`src/hdl/fixed_width_bit_packer_defines.svh`:
```
// ---------------------------------------------------------------------------
// Fixed-width bit packer assertion macros
// Concurrent checks clocked on clk_i and disabled while rst_ni is low.
// ---------------------------------------------------------------------------
`ifndef FIXED_WIDTH_BIT_PACKER_DEFINES_SVH
`define FIXED_WIDTH_BIT_PACKER_DEFINES_SVH
`ifndef NO_ASSERTIONS
`define FWBP_ASSERT(lbl, prop) \
  lbl: assert property (@(posedge clk_i) disable iff (!rst_ni) prop) \
    else $error("fwbp check failed");
`define FWBP_ASSERT_NEVER(lbl, cond) \
  lbl: assert property (@(posedge clk_i) disable iff (!rst_ni) !(cond)) \
    else $error("fwbp check failed");
`else
`define FWBP_ASSERT(lbl, prop)
`define FWBP_ASSERT_NEVER(lbl, cond)
`endif
`endif

```
`src/hdl/fwbp_pkg.sv`:
```
// ---------------------------------------------------------------------------
// fwbp_pkg
// Types and constants shared by the fixed-width bit packer modules.
// ---------------------------------------------------------------------------
package fwbp_pkg;

  localparam int unsigned MaxValueBitsDefault = 32;
  localparam int unsigned DataW       = 32;  // data_value and limit register width
  localparam int unsigned CapW        = 16;
  localparam int unsigned CursorW     = 19;
  localparam int unsigned PartialW    = 7;
  localparam int unsigned AccW        = PartialW + DataW;
  localparam int unsigned MaxBytes    = 4;
  localparam int unsigned ByteSelW    = $clog2(MaxBytes);
  localparam int unsigned CfgIdxW     = 1;
  localparam int unsigned QueueDepth  = 2;
  localparam int unsigned ResetWidth  = 8;   // bit length of the reset limit 255
  localparam logic [CapW-1:0] ResetCapacity = 16'd4096;

  typedef enum logic [1:0] {
    OpWrite   = 2'd0,
    OpEnd     = 2'd1,
    OpRestart = 2'd2
  } op_e;

  localparam logic [CfgIdxW-1:0] RegMaxValue = 1'd0;
  localparam logic [CfgIdxW-1:0] RegCapacity = 1'd1;

  typedef struct packed {
    logic [1:0]       operation;
    logic [DataW-1:0] data_value;
  } in_item_t;

  typedef struct packed {
    logic [7:0]      out_byte;
    logic [CapW-1:0] byte_index;
    logic            is_last;
    logic            overflow_error;
  } out_item_t;

  // One request's worth of result bytes, handed from front to back
  typedef struct packed {
    logic [MaxBytes-1:0][7:0] bytes;
    logic [ByteSelW-1:0]      last_sel;
    logic [CapW-1:0]          base_index;
    logic                     err;
  } job_t;

endpackage

```
`src/hdl/fwbp_queue.sv`:
```
// ---------------------------------------------------------------------------
// fwbp_queue
// Short job queue between the request front end and the byte emitter.
// ---------------------------------------------------------------------------
`include "fixed_width_bit_packer_defines.svh"

module fwbp_queue import fwbp_pkg::*; (
  input  logic clk_i,
  input  logic rst_ni,
  input  logic push_i,
  input  job_t push_job_i,
  output logic full_o,
  input  logic pop_i,
  output logic valid_o,
  output job_t pop_job_o
);

  localparam int unsigned PtrW = (QueueDepth > 1) ? $clog2(QueueDepth) : 1;
  localparam int unsigned CntW = $clog2(QueueDepth + 1);
  localparam logic [CntW-1:0] DepthCnt = CntW'(QueueDepth);
  localparam logic [PtrW-1:0] LastPtr  = PtrW'(QueueDepth - 1);

  job_t            mem_q [QueueDepth];
  logic [PtrW-1:0] wr_ptr_q, wr_ptr_d;
  logic [PtrW-1:0] rd_ptr_q, rd_ptr_d;
  logic [CntW-1:0] count_q, count_d;

  assign full_o    = (count_q == DepthCnt);
  assign valid_o   = (count_q != '0);
  assign pop_job_o = mem_q[rd_ptr_q];

  always_comb begin
    wr_ptr_d = wr_ptr_q;
    rd_ptr_d = rd_ptr_q;
    count_d  = count_q;
    if (push_i) begin
      wr_ptr_d = (wr_ptr_q == LastPtr) ? '0 : wr_ptr_q + 1'b1;
    end
    if (pop_i) begin
      rd_ptr_d = (rd_ptr_q == LastPtr) ? '0 : rd_ptr_q + 1'b1;
    end
    if (push_i && !pop_i) begin
      count_d = count_q + 1'b1;
    end else if (pop_i && !push_i) begin
      count_d = count_q - 1'b1;
    end
  end

  always_ff @(posedge clk_i or negedge rst_ni) begin
    if (!rst_ni) begin
      wr_ptr_q <= '0;
      rd_ptr_q <= '0;
      count_q  <= '0;
    end else begin
      wr_ptr_q <= wr_ptr_d;
      rd_ptr_q <= rd_ptr_d;
      count_q  <= count_d;
    end
  end

  always_ff @(posedge clk_i) begin
    if (push_i) begin
      mem_q[wr_ptr_q] <= push_job_i;
    end
  end

  `FWBP_ASSERT_NEVER(a_push_when_full, push_i && count_q == DepthCnt)
  `FWBP_ASSERT_NEVER(a_pop_when_empty, pop_i && count_q == '0)

endmodule

```
`src/hdl/fwbp_front.sv`:
```
// ---------------------------------------------------------------------------
// fwbp_front
// Takes requests, holds the configuration and the stream cursor, and turns
// requests into jobs of completed bytes or overflow reports.
// ---------------------------------------------------------------------------
`include "fixed_width_bit_packer_defines.svh"

module fwbp_front import fwbp_pkg::*; #(
  parameter int unsigned MaxValueBits = MaxValueBitsDefault
) (
  input  logic               clk_i,
  input  logic               rst_ni,
  input  logic               cfg_we_i,
  input  logic [CfgIdxW-1:0] cfg_idx_i,
  input  logic [DataW-1:0]   cfg_wdata_i,
  input  logic               in_valid_i,
  output logic               in_ready_o,
  input  in_item_t           in_i,
  output logic               push_o,
  output job_t               job_o,
  input  logic               full_i
);

  localparam int unsigned WidthW = $clog2(MaxValueBits + 1);
  localparam logic [WidthW-1:0] WidthMax = WidthW'(MaxValueBits);
  localparam logic [WidthW-1:0] WidthRst =
    WidthW'((ResetWidth < MaxValueBits) ? ResetWidth : MaxValueBits);
  localparam int unsigned LenW = $clog2(DataW + 1);

  logic [WidthW-1:0]   width_q;
  logic [CapW-1:0]     cap_q;
  logic [CursorW-1:0]  cursor_q, cursor_d;
  logic [PartialW-1:0] partial_q, partial_d;

  logic [LenW-1:0]     bit_len;
  logic [WidthW-1:0]   width_new;
  logic                accept;
  logic [2:0]          fill;
  logic [CursorW:0]    end_pos;
  logic [CursorW:0]    round_pos;
  logic                wr_refuse;
  logic                end_refuse;
  logic                end_taken;
  logic [DataW-1:0]    rev;
  logic [DataW-1:0]    val;
  logic [LenW-1:0]     rsh;
  logic [AccW-1:0]     acc;
  logic [AccW-1:0]     acc_rest;
  logic [LenW-1:0]     total;
  logic [2:0]          nbytes;
  job_t                err_job;

  // bit length of the new limit value, capped and at least one
  always_comb begin
    bit_len = '0;
    for (int i = 0; i < DataW; i++) begin
      if (cfg_wdata_i[i]) begin
        bit_len = LenW'(i + 1);
      end
    end
    if (bit_len == '0) begin
      width_new = WidthW'(1);
    end else if (bit_len > LenW'(MaxValueBits)) begin
      width_new = WidthMax;
    end else begin
      width_new = WidthW'(bit_len);
    end
  end

  always_ff @(posedge clk_i or negedge rst_ni) begin
    if (!rst_ni) begin
      width_q <= WidthRst;
      cap_q   <= ResetCapacity;
    end else if (cfg_we_i) begin
      case (cfg_idx_i)
        RegMaxValue: width_q <= width_new;
        RegCapacity: cap_q   <= cfg_wdata_i[CapW-1:0];
        default: ;
      endcase
    end
  end

  assign in_ready_o = !full_i;
  assign accept     = in_valid_i && in_ready_o;
  assign fill       = cursor_q[2:0];

  assign end_pos    = {1'b0, cursor_q} + (CursorW + 1)'(width_q);
  assign round_pos  = {1'b0, cursor_q} + (CursorW + 1)'(7);
  assign wr_refuse  = !(end_pos[CursorW:3] < (CursorW - 2)'(cap_q));
  assign end_refuse = round_pos[CursorW:3] > (CursorW - 2)'(cap_q);
  assign end_taken  = accept && (in_i.operation == OpEnd) && !end_refuse;

  // first value bit lands on the lowest free stream bit: mirror the value
  assign rev      = {<<{in_i.data_value}};
  assign rsh      = LenW'(DataW) - LenW'(width_q);
  assign val      = rev >> rsh;
  assign acc      = AccW'(partial_q) | (AccW'(val) << fill);
  assign total    = LenW'(fill) + LenW'(width_q);
  assign nbytes   = 3'(total >> 3);
  assign acc_rest = acc >> {nbytes, 3'b000};

  always_comb begin
    err_job            = '0;
    err_job.last_sel   = '0;
    err_job.base_index = cursor_q[CursorW-1:3];
    err_job.err        = 1'b1;
  end

  always_comb begin
    push_o    = 1'b0;
    job_o     = err_job;
    cursor_d  = cursor_q;
    partial_d = partial_q;
    if (accept) begin
      case (in_i.operation)
        OpWrite: begin
          if (wr_refuse) begin
            push_o = 1'b1;
          end else begin
            push_o           = (nbytes != 3'd0);
            job_o.bytes      = acc[MaxBytes*8-1:0];
            job_o.last_sel   = ByteSelW'(nbytes - 3'd1);
            job_o.base_index = cursor_q[CursorW-1:3];
            job_o.err        = 1'b0;
            cursor_d         = end_pos[CursorW-1:0];
            partial_d        = acc_rest[PartialW-1:0];
          end
        end
        OpEnd: begin
          if (end_refuse) begin
            push_o = 1'b1;
          end else if (fill != 3'd0) begin
            push_o           = 1'b1;
            job_o.bytes      = '0;
            job_o.bytes[0]   = {1'b0, partial_q};
            job_o.last_sel   = '0;
            job_o.base_index = cursor_q[CursorW-1:3];
            job_o.err        = 1'b0;
            cursor_d         = round_pos[CursorW-1:0] & ~CursorW'(7);
            partial_d        = '0;
          end
        end
        OpRestart: begin
          cursor_d  = '0;
          partial_d = '0;
        end
        default: ;
      endcase
    end
  end

  always_ff @(posedge clk_i or negedge rst_ni) begin
    if (!rst_ni) begin
      cursor_q  <= '0;
      partial_q <= '0;
    end else begin
      cursor_q  <= cursor_d;
      partial_q <= partial_d;
    end
  end

  `FWBP_ASSERT_NEVER(a_partial_clean, (partial_q >> fill) != '0)
  `FWBP_ASSERT(a_end_aligns, end_taken |=> cursor_q[2:0] == 3'd0)

endmodule

```
`src/hdl/fwbp_back.sv`:
```
// ---------------------------------------------------------------------------
// fwbp_back
// Emits each job's bytes via an output register, one per unstalled cycle.
// ---------------------------------------------------------------------------
`include "fixed_width_bit_packer_defines.svh"

module fwbp_back import fwbp_pkg::*; (
  input  logic      clk_i,
  input  logic      rst_ni,
  input  logic      job_valid_i,
  input  job_t      job_i,
  output logic      pop_o,
  output logic      out_valid_o,
  input  logic      out_ready_i,
  output out_item_t out_o
);

  job_t                job_q;
  logic                job_valid_q, job_valid_d;
  logic [ByteSelW-1:0] sent_q, sent_d;
  logic                out_valid_q, out_valid_d;
  out_item_t           out_q;
  logic                load_out;
  logic                last_byte;

  assign load_out  = job_valid_q && (!out_valid_q || out_ready_i);
  assign last_byte = (sent_q == job_q.last_sel);
  assign pop_o     = job_valid_i && (!job_valid_q || (load_out && last_byte));

  always_comb begin
    job_valid_d = job_valid_q;
    sent_d      = sent_q;
    out_valid_d = out_valid_q;
    if (load_out) begin
      out_valid_d = 1'b1;
      sent_d      = last_byte ? '0 : sent_q + 1'b1;
      if (last_byte) begin
        job_valid_d = 1'b0;
      end
    end else if (out_ready_i) begin
      out_valid_d = 1'b0;
    end
    if (pop_o) begin
      job_valid_d = 1'b1;
    end
  end

  always_ff @(posedge clk_i or negedge rst_ni) begin
    if (!rst_ni) begin
      job_valid_q <= 1'b0;
      sent_q      <= '0;
      out_valid_q <= 1'b0;
    end else begin
      job_valid_q <= job_valid_d;
      sent_q      <= sent_d;
      out_valid_q <= out_valid_d;
    end
  end

  always_ff @(posedge clk_i) begin
    if (pop_o) begin
      job_q <= job_i;
    end
    if (load_out) begin
      out_q.out_byte       <= job_q.bytes[sent_q];
      out_q.byte_index     <= job_q.base_index + CapW'(sent_q);
      out_q.is_last        <= last_byte;
      out_q.overflow_error <= job_q.err;
    end
  end

  assign out_valid_o = out_valid_q;
  assign out_o       = out_q;

  `FWBP_ASSERT_NEVER(a_sent_range, job_valid_q && sent_q > job_q.last_sel)

endmodule

```
`src/hdl/fixed_width_bit_packer.sv`:
```
// ---------------------------------------------------------------------------
// fixed_width_bit_packer
// Packs fixed-width values into a byte stream, most significant value bit first.
// ---------------------------------------------------------------------------
//  channel  | signals                                  | direction
//  ---------+------------------------------------------+----------
//  config   | cfg_we_i, cfg_idx_i, cfg_wdata_i         | in
//  request  | in_valid_i, in_ready_o, in_i             | in
//  result   | out_valid_o, out_ready_i, out_o          | out
//
// The front end takes one request per cycle while the two-entry job queue
// has room; write, end and restart update the cursor in that same cycle.
// The result side emits one byte per cycle while out_ready_i is high, so a
// write that completes n bytes yields n results (up to 4 at 32-bit width).
// A result passes the job queue, the job register and the output register.
// Reset clears cursor and queue at once; there is no clearing pass.
// A stalled result port fills the queue and then drops in_ready_o.
// ---------------------------------------------------------------------------
`include "fixed_width_bit_packer_defines.svh"

module fixed_width_bit_packer import fwbp_pkg::*; #(
  parameter int unsigned MaxValueBits = MaxValueBitsDefault
) (
  input  logic               clk_i,
  input  logic               rst_ni,
  input  logic               cfg_we_i,
  input  logic [CfgIdxW-1:0] cfg_idx_i,
  input  logic [DataW-1:0]   cfg_wdata_i,
  input  logic               in_valid_i,
  output logic               in_ready_o,
  input  in_item_t           in_i,
  output logic               out_valid_o,
  input  logic               out_ready_i,
  output out_item_t          out_o
);

  logic push;
  job_t push_job;
  logic full;
  logic pop;
  logic job_valid;
  job_t pop_job;

  fwbp_front #(
    .MaxValueBits(MaxValueBits)
  ) u_front (
    .clk_i      (clk_i),
    .rst_ni     (rst_ni),
    .cfg_we_i   (cfg_we_i),
    .cfg_idx_i  (cfg_idx_i),
    .cfg_wdata_i(cfg_wdata_i),
    .in_valid_i (in_valid_i),
    .in_ready_o (in_ready_o),
    .in_i       (in_i),
    .push_o     (push),
    .job_o      (push_job),
    .full_i     (full)
  );

  fwbp_queue u_queue (
    .clk_i     (clk_i),
    .rst_ni    (rst_ni),
    .push_i    (push),
    .push_job_i(push_job),
    .full_o    (full),
    .pop_i     (pop),
    .valid_o   (job_valid),
    .pop_job_o (pop_job)
  );

  fwbp_back u_back (
    .clk_i      (clk_i),
    .rst_ni     (rst_ni),
    .job_valid_i(job_valid),
    .job_i      (pop_job),
    .pop_o      (pop),
    .out_valid_o(out_valid_o),
    .out_ready_i(out_ready_i),
    .out_o      (out_o)
  );

endmodule

```
`config.mk`:
```
export PLATFORM = sky130hd
export DESIGN_NAME = fixed_width_bit_packer
export DESIGN_NICKNAME = d
export VERILOG_FILES = /design/src/hdl/fwbp_pkg.sv /design/src/hdl/fwbp_queue.sv /design/src/hdl/fwbp_front.sv /design/src/hdl/fwbp_back.sv /design/src/hdl/fixed_width_bit_packer.sv
export VERILOG_INCLUDE_DIRS = /design/src /design/src/hdl
export SDC_FILE = /design/constraint.sdc
export NUM_CORES = 1
export LEC_CHECK = 0
export ABC_AREA = 1
export BUFFER_PORTS_ARGS = -buffer_cell sky130_fd_sc_hd__buf_2
export CORE_AREA = 2 2 189 154
export DETAILED_ROUTE_END_ITERATION = 8
export DIE_AREA = 0 0 191 156
export PLACE_DENSITY = 0.82
export SYNTH_ARGS = -nofsm -noshare
export SYNTH_HDL_FRONTEND = slang
export SYNTH_SLANG_ARGS = --single-unit
```
`constraint.sdc`:
```
create_clock -name clk_i -period 15.1 [get_ports clk_i]
set_input_delay 3.02 -clock clk_i [delete_from_list [all_inputs] [get_ports clk_i]]
set_output_delay 3.02 -clock clk_i [all_outputs]
set_load 0.02 [all_outputs]
```
-- After elaboration in Yosys (flattened, before gate mapping)
Memories as Yosys holds them, arrays and structs flattened. A register that Yosys moved wholly into a read port is not among the register bits.
Index checks and enable logic that the tools add are counted.
- input bits: 72
- logic and storage cells: 135
- flip-flop bits (word level): 82
- bits in writable memories: 102
- memories: 1
- memory list (name ; words ; bits a word ; rd ports ; clocked after Yosys merged registers in ; wr ports ; line ; RTL):
    u_queue.mem_q ; 2 ; 51 ; 1 ; 1 ; 1 ; fwbp_queue.sv:23 ; job_t mem_q [QueueDepth];
- equal/unequal tests: 7
- shifts and indexed selects: 3
- mux-type cells: 66
- add/subtract/negate cells: 11
- bitwise operators: 2
- reductions and logical operators: 27
- order comparisons: 4
- operators with widths (kind ; number):
    two-way mux 6 bit ; 33
    two-way mux 51 bit ; 3
    one-hot mux 51 bit (2 select lines) ; 1
    two-way mux 19 bit ; 3
    one-hot mux 19 bit (3 select lines) ; 1
    bitwise OR 7 x 39 -> 39 bit ; 1
    left shift 32 x 3 -> 39 bit ; 1
    >> shifter 39 x 6 -> 7 bit ; 1
    >> shifter 32 x 6 -> 32 bit ; 1
    two-way mux 26 bit ; 1
    two-way mux 7 bit ; 3
    one-hot mux 7 bit (3 select lines) ; 1
    adder 19 x 3 -> 20 bit (second input constant) ; 1
    adder 19 x 6 -> 20 bit ; 1
    greater-than comparator 17 x 16 -> 1 bit ; 1
    less-than comparator 17 x 16 -> 1 bit ; 1
    adder 16 x 2 -> 16 bit ; 1
    binary-select mux 8 bit (select 2 bit) ; 1
    two-way mux 1 bit ; 14
    nonzero test 2 bit ; 5
    nonzero test 3 bit ; 3
    two-way mux 8 bit ; 1
    adder 3 x 6 -> 6 bit ; 1
    greater-than comparator 6 bit (second input constant) ; 1
    other kinds (20) ; 39

-- Depth between registers and ports, before layout
Gate-level depths: netlist (run 1).
- depth after elaboration: 35
- mapped depth: 34

-- By module
Synthesis (run 1) repeated with hierarchy kept, for this count alone.
- cells, all modules: 1697
- area, all modules: 14577.7 µm²
- by module, submodules not included (module ; area each (µm²) ; times used ; seq. area each (µm²) ; cells an instance):
    fwbp_front ; 7260.7 ; 1 ; 1203.7 ; 1278
    fwbp_queue ; 4139.0 ; 1 ; 3163.0 ; 184
    fwbp_back ; 3178.0 ; 1 ; 2412.3 ; 235

-- Least setup slack after synthesis (run 1)
Ideal clock, no wire load.
- kind: in2reg
- from: in in_i[33] (netlist bit)
- to: mem u_queue.mem_q[1][0] (netlist bit), enable pin
- setup slack: 8.712 ns
- stages: 7
- required time: 14.640 ns
- arrival time: 5.928 ns
- setup time: 0.460 ns
- cell sequence: inv_1 > ha_1 > clkbuf_1 > o21ai_0 > nand3_1 > nand2_1 > nor2_1
- word-level cells in the longest chain between the ends: 5
- elaborated cells on any way between the ends: 6
- classes of those cells: 1 x eq/ne; 4 x mux; 1 x reduce/logical
- ends and longest elaborated chain (what ; line ; RTL):
    start, declared ; fixed_width_bit_packer.sv:31 ; input in_item_t in_i,
    equality test 2 x 1 -> 1 bit or logical NOT 2 bit (tied branches) ; n/a ;
    one-hot mux 1 bit (2 select lines) * ; fwbp_front.sv:115 ; case (in_i.operation)
    two-way mux 1 bit * ; fwbp_front.sv:114 ; if (accept) begin
    two-way mux 1 bit * ; fwbp_queue.sv:62 ; if (push_i) begin
    two-way mux 1 bit (implied by the code) * ; fwbp_queue.sv:63 ; mem_q[wr_ptr_q] <= push_job_i;
    end, declared ; fwbp_queue.sv:23 ;
Every way passes the cells marked *; elsewhere a longest branch is shown, timed or not.

-- Worst setup path after layout (run 1)
- from: reg u_front.width_q[0]
- to: mem u_queue.mem_q[0][48] (netlist bit), enable pin
- word-level cells in the longest chain between the ends: 7
- elaborated cells on any way between the ends: 9
- classes of those cells: 2 x add/sub; 1 x order compare; 5 x mux; 1 x reduce/logical
- ends and longest elaborated chain (what ; line ; RTL):
    start, declared ; fwbp_front.sv:30 ; logic [WidthW-1:0] width_q;
    start signal, assigned ; fwbp_front.sv:72 ; width_q <= WidthRst;
    start signal, assigned ; fwbp_front.sv:76 ; RegMaxValue: width_q <= width_new;
    adder 19 x 6 -> 20 bit or adder 3 x 6 -> 6 bit (tied branches) ; fwbp_front.sv:87, fwbp_front.sv:98 ;
    less-than comparator 17 x 16 -> 1 bit or nonzero test 3 bit (tied branches) ; fwbp_front.sv:89, fwbp_front.sv:120 ;
    two-way mux 1 bit * ; fwbp_front.sv:117 ; if (wr_refuse) begin
    one-hot mux 1 bit (2 select lines) * ; fwbp_front.sv:115 ;
    two-way mux 1 bit * ; fwbp_front.sv:114 ;
    named net push ; fixed_width_bit_packer.sv:37 ; logic push;
    two-way mux 1 bit * ; fwbp_queue.sv:62 ;
    two-way mux 1 bit (implied by the code) * ; fwbp_queue.sv:63 ;
The timed path passes the listed nets; every way through them passes the cells marked *.

==> results of run 1 <==
## cell type report
cell class | count | area (um2)
multi-input combinational | 1274 | 6460
fill | 2524 | 12200
clock inverter | 15 | 176
clock buffer | 27 | 591
tap | 370 | 463
sequential | 235 | 6780
inverter | 180 | 683
timing repair buffer | 106 | 548
## worst register-to-register path, stage by stage (launching register included)
cell      delay (ns)
dfrtp_1         1.08
ha_1            0.33
fa_1            0.22
a21oi_1         0.09
o21bai_1        0.20
nand2_1         0.08
nand2_1         0.06
a21oi_1         0.10
nor2_1          0.32
inv_1           0.08
nor2_1          0.36
xor2_1          0.34
inv_1           0.09
ha_1            0.30
nand4_1         0.13
o221a_2         0.27
a21oi_1         0.13
nor2_1          0.10
o21ai_0         0.18
a21oi_1         0.09
nand2_1         0.10
nand2_1         0.13
nand3_1         0.11
nand2_1         0.12
inv_1           0.15
nand2_1         0.09
clkinv_1        0.06
buf_4           0.52
## power breakdown
group	internal [mW]	total [mW]	switching, mW	leakage (nW)
logic	0.407	1.33	0.923	4.17
clock network	0.336	0.584	0.248	0.373
registers	0.982	1.12	0.140	2.39
total	1.72	3.04	1.31	6.94
## placed cells by master, fill, tap and decap left out, types with 9 or more instances in the layout
| cell | Yosys | final |
|---|---|---|
| nand2_1 | 584 | 584 |
| edfxtp_1 | 179 | 179 |
| inv_1 | 159 | 157 |
| nor2_1 | 130 | 129 |
| nand3_1 | 117 | 117 |
| o21ai_0 | 100 | 100 |
| buf_2 | 23 | 99 |
| dfrtp_1 | 54 | 54 |
| o21ai_1 | 53 | 53 |
| ha_1 | 45 | 45 |
| a21oi_1 | 44 | 44 |
| xor2_1 | 36 | 36 |
| clkbuf_16 | 0 | 23 |
| inv_2 | 18 | 18 |
| o22ai_1 | 16 | 16 |
| a31oi_1 | 13 | 13 |
| o211ai_1 | 13 | 13 |
| mux2i_1 | 12 | 12 |
| o21ai_2 | 11 | 11 |
| nand4_1 | 9 | 9 |
## state kept, by name, indices dropped and copies added, names as in the netlist
name                flops
u_back.job_valid_q      1
u_front.width_q         6
u_queue.mem_q         102
u_front.cursor_q       19
u_back.sent_q           2
u_queue.count_q         2
u_queue.rd_ptr_q        1
u_front.partial_q       7
u_back.out_valid_o      1
u_queue.wr_ptr_q        1
u_front.cap_q          16
u_back.job_q           51
u_back.out_o           26
## cell usage after synthesis (all sizes together), types with 7 or more instances
master  number
a21oi       45
a31oi       15
buf         46
clkbuf      31
dfrtp       54
edfxtp     179
ha          45
inv        178
mux2i       12
nand2      588
nand3      118
nand4       10
nor2       139
nor3         8
o211ai      15
o21ai      164
o22ai       17
or2         14
xnor2        7
xor2        38
## metrics by stage
stage / util / area [um2]
2_1_floorplan: - / 14300
3_3_place_gp: 0.536 / 14900
3_5_place_dp: 0.536 / 14900
4_1_cts: 0.563 / 15700
5_1_grt: 0.563 / 15700
6_report: 0.563 / 15700
## cell families after synthesis
group	after synthesis
simple gates	886
buf+inv	257
mux	13
xor+xnor	45
fa+ha+maj	47
compound gates	283
flops	235
## final timing paths
| path | start | endpoint | slack [ns] |
|---|---|---|---|
| setup / recovery | u_front.width_q[0] | u_queue.mem_q[0][48] | 8.89 |
| hold / removal | u_back.job_q[0] | u_back.out_o[0] | 0.44 |
| setup reg to reg | u_front.width_q[0] | u_queue.mem_q[0][48] | 8.89 |
| hold reg to reg | u_back.job_q[0] | u_back.out_o[0] | 0.44 |
| max in group asynchronous | rst_ni | u_front.cap_q[9] | 11.93 |
| min in group asynchronous | rst_ni | u_back.out_valid_o | 2.60 |
## routing by layer
| metal | routed length (um) | global-route usage |
|---|---|---|
| met1 | 16100 | 0.354 |
| met2 | 14100 | 0.337 |
| met3 | 2710 | 0.0308 |
| met4 | 767 | 0.0591 |
| met5 | 0 | 0 |
==> reports/metrics.cfg, run 1 <==
[outcome]
status=completed

[worst_hold_path]
hold-path-cell-count=0
hp-class=register to register

[placed_design]
gp_congestion=0.951
io_buffers=99
dp_slack_ns=9.05
dp_hpwl_mm=24.9
place_inst=2165

[worst_setup_path]
crit_fanout=51
end_kind=register
slowest_delay_ns=1.08
critical_path_class=register to register
reg2reg_depth=27
start_kind=register
worst-path-stages=27
cp.required_ns=15.27
crit_buf_inv=5
cpMostUsedCell=nand2_1
critical_path.top_delay_family=simple AND/OR/NAND/NOR gates
critPathArrivalTime_ns=6.37
critPathSlowestCell=dfrtp_1

[clocking]
postCtsResizedCells=0
clock_sinks=235
cts_buffers=23
cts_root_buf=clkbuf_16
postCtsSetupBuffers=0
tritoncts=built
clockBufferDepth=3
cts_hold_buf=0
path_clk_slew_ns=0.07
htreeDepth=1
clock_latency_ns=0.54

[detailed_routing]
ant_nets=0
firstDrtPassIters=5
drc=0
viasPerCell=5.42
wl_mm=33.7
route.vias.total=12000
drtIter0Drc=1145
post_drt_wl_per_cell_um=15.3

[synth]
synth_compound_area_frac=0.115
synth_simple_gate_area_frac=0.254
syn_nets=1885
synth_top_area_share=0.375
yosysWarnings=0
synth-xor-area-share=0.0299
async_flop_share=0.238
yosysSeqAreaShare=0.473
synthesis.instances=1766
synth_edf_count=179
ys_types=58
netlist_top_cells_area=edfxtp_1 38%, nand2_1 15%, dfrtp_1 9.4%
synth_top_family_by_area=simple AND/OR/NAND/NOR gates
synthFlopType=edfxtp_1
synth_mux_area_frac=0.00917
synth-seq-cells=235
netlist_area_mm2=0.0143
yosys.area_share.adder=0.0421
yosys.area.top_type=edfxtp_1
postSynthAreaPerCell_um2=8.11

[sta]
rsz0062_at_grt=no
setup_tns_ns=0
clock_skew_ns=0.0159
final_hold_viol_count=0
fin_ws_ns=8.89
max_freq_mhz=161
finalCritPeriodShare=0.411
slew_headroom=0.266
min_period_ns=6.21
worstMarginPinSlew_ns=1.10
maxSlewViolCount=0
setup_viol=0
worst_hold_slack_ns=0.443

[floorplanning]
io_pins=100
dieArea_mm2=0.0298
die_y_um=156
start_util=0.514
die_x_um=191
rows=55
core_area_mm2=0.0279

[power]
max-vdd-ir-drop_mv=0.144
p_leak_nw=6.94
total_power_mw=3.04
powerDensity_mw_per_mm2=193

[global_route]
grt_max_degree=57
grt_pass1_wl_mm=55.4
grt_usage=0.229
antenna_found_initial=0
grt_pass1_vias=11000
grt-ovfl-total=0

[finish]
final_nets=1939
syn_to_final_growth_pct=9.62
n_antenna_cell=0
final_cells=2207
layout-drive-gt1-share=0.113

[job]
maxCapViolations=0

No activity file was read; power rests on OpenSTA's default activity.
==> run 2: changes to the inputs <==
Clock period 15.1 ns to 6.1 ns, I/O delays scaled along.
==> run 2 against run 1 <==
Sequential power rose by 140%; total power grew 140%; cell area is 0.26% lower; critical path depth shrank 1; largest power group unchanged; first-iteration DRC count increased by 1.6%; core utilization fell by 0.15 points; combinational power grew to 2.5 times the previous value; via count decreased by 0.38%; wire length fell by 2.2%; hold slack got worse by 0.016 ns.
==> reports/metrics.cfg, run 2 (synthesized netlist as in run 1, its figures left out) <==
[outcome]
status=completed

[worst_setup_path]
crit_fanout=28  ; -45%
critPathArrivalTime_ns=5.81  ; -0.56 ns
crit_buf_inv=5  ; unchanged
cp.required_ns=6.37  ; -8.90 ns
critPathSlowestCell=clkinv_1
end_kind=register
critical_path.top_delay_family=simple AND/OR/NAND/NOR gates
critical_path_class=register to register
start_kind=register
slowest_delay_ns=0.69  ; -0.39 ns
worst-path-stages=26  ; -3.7%
reg2reg_depth=26  ; -3.7%
cpMostUsedCell=nand2_1

[placed_design]
dp_hpwl_mm=24.8  ; -0.39%
gp_congestion=0.978  ; +2.8%
io_buffers=99  ; unchanged

[clocking]
clock_latency_ns=0.53  ; about the same
clock_sinks=235  ; unchanged
postCtsResizedCells=0  ; unchanged
htreeDepth=1  ; unchanged
postCtsSetupBuffers=0  ; unchanged
clockBufferDepth=3  ; unchanged
cts_buffers=23  ; unchanged
path_clk_slew_ns=0.06  ; about the same
cts_root_buf=clkbuf_16
cts_hold_buf=0  ; unchanged
tritoncts=built

[power]
total_power_mw=7.35  ; +140%
powerDensity_mw_per_mm2=469  ; +140%
p_leak_nw=6.93  ; -0.19%
max-vdd-ir-drop_mv=0.444  ; +210%

[sta]
maxSlewViolCount=0  ; unchanged
setup_tns_ns=0  ; unchanged
final_hold_viol_count=0  ; unchanged
slew_headroom=0.347  ; +0.0808
finalCritPeriodShare=0.908  ; +0.497
worstMarginPinSlew_ns=0.979  ; -0.122 ns
setup_viol=0  ; unchanged
worst_hold_slack_ns=0.428  ; -0.0155 ns
clock_skew_ns=0.0147  ; -0.00124 ns
min_period_ns=5.54  ; -0.666 ns
max_freq_mhz=180  ; +12%
rsz0062_at_grt=no

[detailed_routing]
ant_nets=0  ; unchanged
post_drt_wl_per_cell_um=14.9  ; -2.4%
viasPerCell=5.39  ; -0.60%
wl_mm=32.9  ; -2.2%
route.vias.total=11900  ; -0.38%
drc=0  ; unchanged
firstDrtPassIters=5  ; unchanged
drtIter0Drc=1163  ; +1.6%

[finish]
syn_to_final_growth_pct=9.33
largest_register_ffs=102  ; unchanged
final_nets=1945  ; +0.31%
layout-drive-gt1-share=0.112  ; -0.00139
final_common_cell=nand2_1
top_register=u_queue.mem_q
n_antenna_cell=0  ; unchanged
final_cell_mix=584 x nand2_1, 179 x edfxtp_1, 157 x inv_1, 129 x nor2_1, 117 x nand3_1

[global_route]
grt-ovfl-total=0  ; unchanged
grt_max_degree=57  ; unchanged
grt_pass1_vias=10900  ; -0.87%
antenna_found_initial=0  ; unchanged
grt_usage=0.225  ; -0.00403
grt_pass1_wl_mm=54.4  ; -1.7%

[floorplanning]
core_area_mm2=0.0279  ; unchanged
start_util=0.514  ; unchanged
die_y_um=156  ; unchanged
io_pins=100  ; unchanged
dieArea_mm2=0.0298  ; unchanged
rows=55  ; unchanged
die_x_um=191  ; unchanged

[job]
maxCapViolations=0  ; unchanged

[worst_hold_path]
hp-class=register to register
hold-path-cell-count=0  ; unchanged

==> run 2: cell count changes in the layout (fill, tap and decap cells not counted), sizes merged <==
cell / previous run / this run
clkbuf: 27 / 32
clkinvlp: 2 / 0
buf: 106 / 112
inv: 179 / 178
bufinv: 3 / 0
==> run 2: per-layer routing <==
layer  global-route usage  share of wire  vias up  routed length, um
met2                0.326           0.40      486              13300
met5                    0              0        -                  0
li1                     -              -     5989                  -
met1                0.349           0.49     5400              16200
met3               0.0373          0.084       51               2770
met4               0.0546          0.020        0                652
==> run 2: where the power goes <==
| group | internal [mW] | switching (mW) |
|---|---|---|
| clock | 0.704 | 0.580 |
| combinational | 1.02 | 2.32 |
| sequential | 2.43 | 0.291 |
| total | 4.16 | 3.19 |
==> run 2: area by class of cell <==
| class | instances | area (um2) |
|---|---|---|
| clock buffer | 32 | 609 |
| clock inverter | 9 | 58.8 |
| fill | 2482 | 12200 |
| inverter | 180 | 683 |
| multi-input combinational | 1274 | 6460 |
| sequential | 235 | 6780 |
| tap | 370 | 463 |
| timing repair buffer | 112 | 606 |
==> run 2: path summary, 6_finish.rpt <==
path / startpoint / to / slack (ns)
setup / recovery: u_front.width_q[2] / u_queue.mem_q[0][30] / 0.56
hold / removal: u_back.job_q[0] / u_back.out_o[0] / 0.43
setup reg to reg: u_front.width_q[2] / u_queue.mem_q[0][30] / 0.56
hold reg to reg: u_back.job_q[0] / u_back.out_o[0] / 0.43
max in group asynchronous: rst_ni / u_front.cap_q[11] / 4.76
min in group asynchronous: rst_ni / u_back.sent_q[0] / 0.82
==> run 2: through the flow <==
stage	setup slack (ns)	cells	instance area, um2	utilization
after CTS	0.633	2212	15700	0.562
after global placement	0.846	2171	15000	0.538
final	0.560	2212	15700	0.562
after floorplan	0.215	1766	14300	-
after detailed placement	0.677	2171	15000	0.538
after global routing	0.106	2212	15700	0.562
==> run 3: changes to the inputs <==
Clock period 6.1 ns to 5.6 ns, I/O delays scaled along.
==> run 3 against run 2 <==
Global-route usage down 0.32 points; critical path depth is 2 higher; clock skew grew 0.0059 ns; clock-buffer cell count decreased by 5; critical endpoint is now u_queue.count_q[1].
==> reports/metrics.cfg, run 3 (synthesized netlist as in run 1, its figures left out) <==
[outcome]
status=completed

[worst_setup_path]
critPathSlowestCell=dfrtp_1
start_kind=register
end_kind=register
slowest_delay_ns=0.47  ; -0.22 ns
critical_path_class=register to register
cpMostUsedCell=a21oi_1
critPathArrivalTime_ns=5.38  ; -0.43 ns
cp.required_ns=6.00  ; -0.37 ns
crit_fanout=4  ; -86%

[placed_design]
dp_hpwl_mm=24.4  ; -1.7%
gp_congestion=0.950  ; -2.8%
io_buffers=99  ; unchanged
dp_slack_ns=0.616  ; -0.0602 ns
placed_cell_area_mm2=0.0150  ; +0.13%

[power]
clockPowerShare=0.197  ; +0.022
max-vdd-ir-drop_mv=0.368  ; -17%
p_int_mw=4.72  ; +13%
pwr-share-comb=0.443  ; -0.012
switching_share=0.426  ; -0.00833
powerDensity_mw_per_mm2=519  ; +11%
p_switching_mw=3.50  ; +9.6%
p_leak_nw=7.00  ; +1.1%
seqPwrFrac=0.360  ; -0.010

[finish]
multi_input_area_mm2=0.00646  ; unchanged
final_cell_mix=584 x nand2_1, 179 x edfxtp_1, 157 x inv_1, 129 x nor2_1, 117 x nand3_1
top_register=u_queue.mem_q
n_antenna_cell=0  ; unchanged
final_common_cell=nand2_1
nFillCells=2514  ; +1.3%
sequential_cell_area_mm2=0.00678  ; unchanged
fin_area_mm2=0.0158  ; +1.0%
layout-drive-gt1-share=0.118  ; +0.00626
final_nets=1947  ; +0.10%
fin_util=0.568  ; +0.00584
syn_to_final_growth_pct=10.5
largest_register_ffs=102  ; unchanged

[job]
maxCapViolations=0  ; unchanged

[clocking]
path_clk_slew_ns=0.06  ; about the same
cts_hold_buf=0  ; unchanged
htreeDepth=1  ; unchanged
clock_latency_ns=0.52  ; about the same
cts_buffers=24  ; +4.3%
postCtsSetupBuffers=0  ; unchanged
cts_root_buf=clkbuf_16
clock_sinks=235  ; unchanged
tritoncts=built
clockBufferDepth=3  ; unchanged

[sta]
worstMarginPinSlew_ns=0.921  ; -0.0579 ns
rsz0062_at_grt=no
clock_skew_ns=0.0206  ; +0.00593 ns
setup_tns_ns=0  ; unchanged
worst_hold_slack_ns=0.428  ; -0.0000530 ns
maxSlewViolCount=0  ; unchanged
slew_headroom=0.385  ; +0.0378
final_hold_viol_count=0  ; unchanged
setup_viol=0  ; unchanged
fin_ws_ns=0.618  ; +0.0584 ns
max_freq_mhz=201  ; +11%
finalCritPeriodShare=0.890  ; -0.0186
min_period_ns=4.98  ; -0.558 ns

[detailed_routing]
drc=0  ; unchanged
route.vias.total=11900  ; -0.15%
drtIter0Drc=1294  ; +11%
firstDrtPassIters=6  ; +1
wl_mm=32.5  ; -1.2%
post_drt_wl_per_cell_um=14.7  ; -1.4%
viasPerCell=5.37  ; -0.33%
ant_nets=0  ; unchanged

[global_route]
grt_pass1_vias=10800  ; -1.6%
grt_max_degree=57  ; unchanged
grt_usage=0.222  ; -0.00323
grt-ovfl-total=0  ; unchanged
antenna_found_initial=0  ; unchanged
grt_pass1_wl_mm=53.7  ; -1.2%

[floorplanning]
die_y_um=156  ; unchanged
rows=55  ; unchanged
die_x_um=191  ; unchanged
start_util=0.514  ; unchanged
core_area_mm2=0.0279  ; unchanged
io_pins=100  ; unchanged
dieArea_mm2=0.0298  ; unchanged

[worst_hold_path]
hp-class=register to register

run 3: layer usage:
metal / share of wire / up-vias / global-route usage
li1: - / 6009 / -
met1: 0.50 / 5399 / 0.347
met2: 0.41 / 446 / 0.322
met3: 0.074 / 54 / 0.0313
met4: 0.021 / 0 / 0.0535
met5: 0 / - / 0
run 3: critical path, delay by kind of cell, from the launching register on:
kind / cells / cell delay (ns)
and+or+nand+nor: 11 / 1.55
AOI/OAI and AO/OA: 9 / 1.07
adders and majority gates: 3 / 1.05
DFF: 1 / 0.47
xor gates and xnor gates: 2 / 0.46
buffers and inverters: 3 / 0.26
run 3: worst paths after layout:
check	cells after the start	from	end	slack (ns)
worst max register to register	28	u_front.width_q[2]	u_queue.count_q[1]	0.62
worst min-delay path	0	u_back.job_q[0]	u_back.out_o[0]	0.43
worst max-delay path	28	u_front.width_q[2]	u_queue.count_q[1]	0.62
max in group asynchronous	2	rst_ni	u_front.cap_q[9]	4.33
worst min register to register	0	u_back.job_q[0]	u_back.out_o[0]	0.43
min in group asynchronous	2	rst_ni	u_back.sent_q[1]	0.72
run 3: cell type report:
cell class,count,share of cell area
inverter,180,0.0432
clock buffer,27,0.0393
timing repair buffer,113,0.0395
tap,370,0.0293
clock inverter,17,0.0119
multi-input combinational,1274,0.408
sequential,235,0.428
run 3: what timing repair did:
item / CTS / global route
setup endpoints to repair: 0 / 1
hold endpoints to repair: 0 / 0
gates resized for setup: 0 / 1
run 3: per-stage QoR:
step | std cells | total power, mW
2_1_floorplan | 1766 | 5.63
6_report | 2216 | 8.21
5_1_grt | 2216 | 8.83
3_3_place_gp | 2172 | 6.49
3_5_place_dp | 2172 | 6.58
4_1_cts | 2216 | 8.20
run 3: power by group through the flow:
| stage | logic [mW] | clock network (mW) | registers (mW) |
|---|---|---|---|
| finish | 3.64 | 1.62 | 2.96 |
| global placement | 3.52 | 0 | 2.96 |
| floorplan | 2.62 | 0 | 3.01 |
| global route | 4.10 | 1.71 | 3.02 |
| CTS | 3.60 | 1.64 | 2.96 |
| detailed placement | 3.59 | 0 | 2.99 |
